<file path="src/ppw_pkg.sv">
// ----------------------------------------------------------------------------
// ppw_pkg
// Shared types and codes for the phrase position winnow block.
// ----------------------------------------------------------------------------
package ppw_pkg;

    // command field codes
    localparam logic CMD_FIRST = 1'b0;
    localparam logic CMD_LATER = 1'b1;

    localparam int unsigned POS_W = 32;
    localparam int unsigned OFF_W = 16;
    localparam int unsigned OUT_W = 9;

    // compare result of (anchor + offset) against a position, 33-bit exact
    typedef struct packed {
        logic lt;
        logic eq;
    } cmp_t;

endpackage

</file>
<file path="src/ppw_match_unit.sv">
// ----------------------------------------------------------------------------
// ppw_match_unit
// Shared adder/comparator: anchor + offset against the current position.
// ----------------------------------------------------------------------------
module ppw_match_unit (
    input  logic [ppw_pkg::POS_W-1:0] anchor,
    input  logic [ppw_pkg::OFF_W-1:0] offset,
    input  logic [ppw_pkg::POS_W-1:0] target,
    output ppw_pkg::cmp_t             result
);

    logic [ppw_pkg::POS_W:0] sum;
    logic [ppw_pkg::POS_W:0] tgt;

    // one bit of headroom so the sum never wraps
    assign sum = {1'b0, anchor} + {{(ppw_pkg::POS_W + 1 - ppw_pkg::OFF_W){1'b0}}, offset};
    assign tgt = {1'b0, target};

    assign result.lt = (sum < tgt);
    assign result.eq = (sum == tgt);

endmodule
</file>
<file path="config.mk">
export PLATFORM = sky130hd
export DESIGN_NAME = ppw_match_unit
export DESIGN_NICKNAME = d
export VERILOG_FILES = /design/src/ppw_pkg.sv /design/src/ppw_match_unit.sv
export SDC_FILE = /design/constraint.sdc
export NUM_CORES = 1
export LEC_CHECK = 0
export ABC_AREA = 1
export BUFFER_PORTS_ARGS = -buffer_cell sky130_fd_sc_hd__buf_4
export CORE_MARGIN = 2
export CORE_UTILIZATION = 35
export DETAILED_ROUTE_END_ITERATION = 8
export PLACE_DENSITY = 0.59
export SETUP_SLACK_MARGIN = 0.15
export SYNTH_ARGS = -nofsm -noshare
export SYNTH_HDL_FRONTEND = slang
export SYNTH_SLANG_ARGS = --single-unit
</file>
<file path="constraint.sdc">
create_clock -name vclk -period 3.3
set_input_delay 0.33 -clock vclk [all_inputs]
set_output_delay 0.33 -clock vclk [all_outputs]
set_load 0.01 [all_outputs]
</file>
Word level (Yosys, flattened, before mapping)
Index checks and enable logic that the tools add are counted.
- memory bits (writable): 0
- register bits: 0
- ROM bits: 0
- latch bits: 0
- memories: 0
- output and inout port bits: 2
- bitwise gates (word level): 0
- muxes and demuxes: 0
- multipliers: 0
- add/sub/neg operators: 1
- divide/modulo/power cells: 0
- equality and inequality tests: 1
- order comparisons: 1
- reduce and logical (&&, ||, !) cells: 0
- shift-type cells: 0
- operator list (cell ; count):
    adder 32 x 16 -> 33 bit ; 1
    == test 33 x 32 -> 1 bit ; 1
    < comparator 33 x 32 -> 1 bit ; 1

Longest topological paths before layout
Gate-level depths: netlist (run 1).
- depth in word-level cells: 2
- mapped depth: 23
- gate-level depth less buffers: 23

Least setup slack after synthesis (run 1)
OpenSTA, ideal clock, no wires.
- path type: input-to-output
- start point: input offset[0] in the netlist's numbering
- end point: output result[1] in the netlist's numbering
- path buffers: 0
- stages: 20
- path slack: 286 ps
- data required time: 2970 ps
- data arrival time: 2684 ps
- cell sequence: ha_1 inv_1 fa_1 inv_1 nand3_1 nand2_2 nand3_1 nand2_2 nand2_1 nand2_2 nand3_2 xor2_1 ha_1 nand2_1 inv_1 o21ai_0 nand2_1 a211oi_1 nand2_1 a21oi_1
- RTL lines (element ; line ; source):
    from (decl) ; ppw_match_unit.sv:7 ; input logic [ppw_pkg::OFF_W-1:0] offset,
    to (decl) ; ppw_match_unit.sv:9 ; output ppw_pkg::cmp_t result

==> impl_metrics.tcl, run 1 <==
set metrics [dict create \
    run_status "finished clean" \
    synth_most_common_cell "nand2_1" \
    cp_max_fo 2 \
    dr.pass1.iters 4 \
    synth_cell_type_count 29 \
    start_util_pct 35.73 \
    placementRows 30 \
    track_usage_pct 20.52 \
    grt_max_degree 7 \
    critPathRequiredTime_ns 2.97 \
    chipHeight_um 86.59 \
    grt.overflow.total 0 \
    drc 0 \
    dp_hpwl_um 6896 \
    routed_via_density 4.808 \
    ys_seq_area_share_pct 0 \
    synthCells 427 \
    grt_pass1_vias 2920 \
    drt_wl_total_um 7681 \
    synth_top_area_share_pct 25.16 \
    gp_congestion 0.8959 \
    drt-wirelength-per-cell_um 12.29 \
    end_kind "output port" \
    drtIter0Drc 70 \
    regArea_um2 0 \
    cp-start-kind "input port" \
    power.density_nw_per_um2 166.6 \
    antenna_found_initial 0 \
    tightest_slew_ns 0.3785 \
    ir_worst_vdd_uv 93.68 \
    hold_buffers 0 \
    antenna_cells 0 \
    nets 676 \
    stdcell_count 625 \
    fin_setup_tns_ns 0 \
    drive_above_1_share_pct 31.93 \
    finalHoldViolCount 0 \
    slew_headroom_pct 74.53 \
    synth_common_cells "120 x nand2_1, 87 x inv_1, 48 x ha_1" \
    area_growth_pct 48.74 \
    synth_top_area_cell "ha_1" \
    post-route-period-util_pct 98.23 \
    die_area_um2 7498 \
    grt_pass1_wl_um 12630 \
    maxCapViolCount 0 \
    syn-num-nets 556 \
    worstPathArrival_ns 2.91 \
    rsz0062_at_grt "true" \
    ios 82 \
    synth.avg_cell_area_um2 5.591 \
    num_vias 3005 \
    ys_warn_count 0 \
    leakage_nw 2.100 \
    mappedNetlistArea_um2 2387 \
    fillCellCount 700 \
    setup_viol 0 \
    min_period_ns 3.242 \
    clock.fmax_ghz 0.3085 \
    placed_cells 617 \
    ant_nets 0 \
    portBuffers 82 \
    yosys-top-cells-area "ha_1 25%, nand2_1 19%, inv_1 14%" \
    hp-class "in -> out" \
    critPathKind "in -> out" \
    core_area_um2 6681 \
    drv_slew 0 \
    clockBufferCount 0 \
    seq_cell_count 0 \
    die_w_um 86.59 \
]
==> layout by cell type (no fill, tap or decap), drive strengths merged <==
cell | synthesis | routed
nand3 | 26 | 26
buf | 0 | 118
and3 | 2 | 2
nand4 | 9 | 9
ha | 48 | 48
nor4 | 2 | 2
a21oi | 27 | 27
a21o | 1 | 1
and2 | 1 | 1
a31oi | 1 | 1
a211oi | 1 | 1
inv | 87 | 87
nand2 | 129 | 129
xnor2 | 5 | 5
xor2 | 18 | 18
o21ai | 14 | 14
o21a | 2 | 2
fa | 1 | 1
nor3 | 6 | 6
o21bai | 2 | 2
nor2 | 41 | 41
nand3b | 4 | 4
==> routing by layer <==
| metal | GRT usage (%) | vias to the layer above | share of wire, % |
|---|---|---|---|
| met5 | 0 | - | 0 |
| met4 | 1.136 | 0 | 0.52 |
| met3 | 0.5714 | 2 | 4.3 |
| met2 | 36.36 | 57 | 48 |
| met1 | 29.02 | 1347 | 47 |
| li1 | - | 1599 | - |
==> power by group <==
part | switching (W) | internal [W] | total, W | leakage, nW
sequential | 0 | 0 | 0 | 0
clock | 0 | 0 | 0 | 0
combinational | 0.000311 | 0.000281 | 0.000591 | 2.10
==> cells by family after synthesis <==
| group | Yosys count | synth area share [%] |
|---|---|---|
| buffers and inverters | 87 | 13.68 |
| AND/OR/NAND/NOR | 220 | 40.83 |
| AO/OA/AOI/OAI | 48 | 11.06 |
| adder cells (fa/ha/maj) | 49 | 26.00 |
| XOR/XNOR | 23 | 8.438 |
==> timing repair <==
action | 4_1_cts | 5_1_grt
gates cloned | 0 | 0
setup endpoints to repair | 2 | 2
resized for setup | 27 | 25
setup buffers | 8 | 0
pin swaps | 11 | 8
==> path summary, 6_finish.rpt <==
check / startpoint / slack (ns) / depth (start not counted) / endpoint
max: offset[0] / 0.06 / 21 / result[1]
min: anchor[30] / 1.17 / 5 / result[0]
==> stage by stage <==
stage	hold slack (ns)	util (%)	power [W]	setup WS, ns	area (µm²)
global route	1.202	53.15	0.0006675	-0.1762	3551
floorplan	0.9656	-	0.0003119	0.2861	2387
detailed placement	1.166	49.59	0.0005368	-0.2188	3313
finish	1.167	53.15	0.0005914	0.05841	3551
global placement	1.165	49.59	0.0005313	-0.1784	3313
CTS	1.167	52.04	0.0005730	-0.01281	3477
==> critical path: stages <==
cell	delay, ns
buf_6	0.08
ha_4	0.14
inv_4	0.04
fa_2	0.34
inv_2	0.07
buf_4	0.10
buf_4	0.09
buf_4	0.09
buf_4	0.09
nand4_1	0.09
nand3_1	0.12
xor2_1	0.19
ha_1	0.28
nand2_1	0.07
inv_1	0.03
o21ai_0	0.13
nand2_1	0.08
a31oi_2	0.20
nand2_1	0.10
a21oi_2	0.12
buf_4	0.12
==> cell type report <==
cell class | count | area, µm² | share of cell area (%)
Tap cell | 80 | 100.1 | 2.819
Multi-Input combinational cell | 340 | 2225 | 62.65
Timing Repair Buffer | 118 | 897.1 | 25.26
Inverter | 87 | 329.1 | 9.267
Power figures use the tool's default switching activity.
==> run 2, diff against run 1 <==
Settings changed: BUFFER_PORTS_ARGS -buffer_cell sky130_fd_sc_hd__buf_4 to -buffer_cell sky130_fd_sc_hd__buf_2, CORE_ASPECT_RATIO set to 1.25, CORE_MARGIN 2 to unset.
==> impl_metrics.tcl, run 2 (synthesis gave the netlist of run 1 again) <==
set metrics [dict create \
    run_status "finished clean" \
    min_period_ns 3.221 \
    antenna_cells 0 \
    placementRows 33 \
    drt-wirelength-per-cell_um 11.74 \
    fin_setup_tns_ns 0 \
    end_kind "output port" \
    final_common_cell "nand2_1" \
    slew_headroom_pct 73.92 \
    dr.pass1.iters 4 \
    fillCellCount 715 \
    num_vias 2960 \
    grt_max_degree 7 \
    maxCapViolCount 0 \
    combPwrFrac_pct 100.0 \
    hp-class "in -> out" \
    post-route-period-util_pct 97.62 \
    critPathSlowestCell "ha_1" \
    drc 0 \
    drive_above_1_share_pct 29.41 \
    area_growth_pct 34.64 \
    hold_path_depth 5 \
    cp-start-kind "input port" \
    cp_max_fo 4 \
    die_area_um2 7157 \
    dp_hpwl_um 6405 \
    power_frac_clock_pct 0 \
    cp_top_family "simple AND/OR/NAND/NOR gates" \
    stdcell_area_um2 3214 \
    core_area_um2 6565 \
    portBuffers 82 \
    placed_cell_area_um2 2982 \
    grt_pass1_wl_um 11390 \
    regArea_um2 0 \
    track_usage_pct 20.15 \
    gp_congestion 0.8739 \
    cp.buffers_inverters 5 \
    seq_cell_count 0 \
    clock.fmax_ghz 0.3104 \
    leakage_nw 1.928 \
    power.density_nw_per_um2 163.5 \
    tightest_slew_ns 0.3882 \
    drv_slew 0 \
    drtIter0Drc 88 \
    ios 82 \
    die_w_um 75.87 \
    clockBufferCount 0 \
    internal_power_w 0.0002273 \
    finalHoldViolCount 0 \
    final_cell_mix "115 x nand2_1, 84 x inv_1, 80 x buf_2, 38 x nor2_1, 37 x ha_1" \
    drt_wl_total_um 7207 \
    chipHeight_um 94.34 \
    cp_cell_sequence "buf_2 > ha_1 > a21oi_1 > o21a_1 > nand2_1 > nand2_1 > nand3_2 > xor2_1 > ha_1 > nand2_1 > inv_2 > nand3_2 > nand3b_1 > buf_4 > inv_1 > nand2_1 > nand2_1 > a21oi_2 > buf_2" \
    cp.depth 19 \
    worstPathArrival_ns 2.89 \
    start_util_pct 36.36 \
    rsz0062_at_grt "true" \
    switching_share_pct 56.74 \
    setup_viol 0 \
    wl_met3_um 309 \
    grt.overflow.total 0 \
    switchingPower_w 0.0002981 \
    critPathRequiredTime_ns 2.97 \
    nets 658 \
    ant_nets 0 \
    critPathKind "in -> out" \
    worst_path_most_repeated_cell "nand2_1" \
    routed_via_density 4.821 \
    wl_met2_um 3727 \
    pwr-share-seq_pct 0 \
    topRoutingLayerUsed "met4" \
    antenna_found_initial 0 \
    wl_met1_um 2992 \
    slowest_delay_ns 0.34 \
    ir_worst_vdd_uv 78.47 \
    grt_pass1_vias 2779 \
]
## run 2: final timing paths
check / start / endpoint / slack, ns
worst max-delay path: offset[12] / result[1] / 0.08
worst min-delay path: anchor[31] / result[0] / 1.16
## run 2: metal layers
| metal | vias up | GRT usage (%) |
|---|---|---|
| met4 | 0 | 5.247 |
| li1 | 1560 | - |
| met2 | 80 | 38.86 |
| met1 | 1306 | 23.54 |
| met5 | - | 0 |
| met3 | 14 | 0.4269 |
## run 2: power groups by stage
stage,clock network [W],logic [W],registers (W)
detailed placement,0,0.000476,0
CTS,0,0.000493,0
global route,0,0.000590,0
floorplan,0,0.000312,0
global placement,0,0.000472,0
finish,0,0.000525,0
## run 2: area by class of cell
cell class	instances	area, µm²	share of cell area (%)
inverter	87	326.6	10.16
multi-input combinational	340	2217	68.98
tap	87	108.9	3.387
timing repair buffer	100	561.8	17.48
## run 2: per-stage QoR
step	hold slack [ns]	worst slack, ns	utilization, %	instances	total power [W]
after detailed placement	1.183	-0.06424	45.42	606	0.0004759
after CTS	1.183	0.001301	46.50	610	0.0004930
after global placement	1.184	-0.01972	45.42	606	0.0004725
after floorplan	0.9656	0.2861	-	427	0.0003119
final	1.157	0.07852	48.96	614	0.0005255
after global routing	1.203	-0.08416	48.96	614	0.0005896
## run 2: timing repair
action | CTS | global route
gates resized for setup | 11 | 31
hold buffers | 0 | 0
gates cloned | 0 | 0
endpoints found under the setup margin | 2 | 2
setup buffers | 4 | 4
pin swaps | 14 | 16
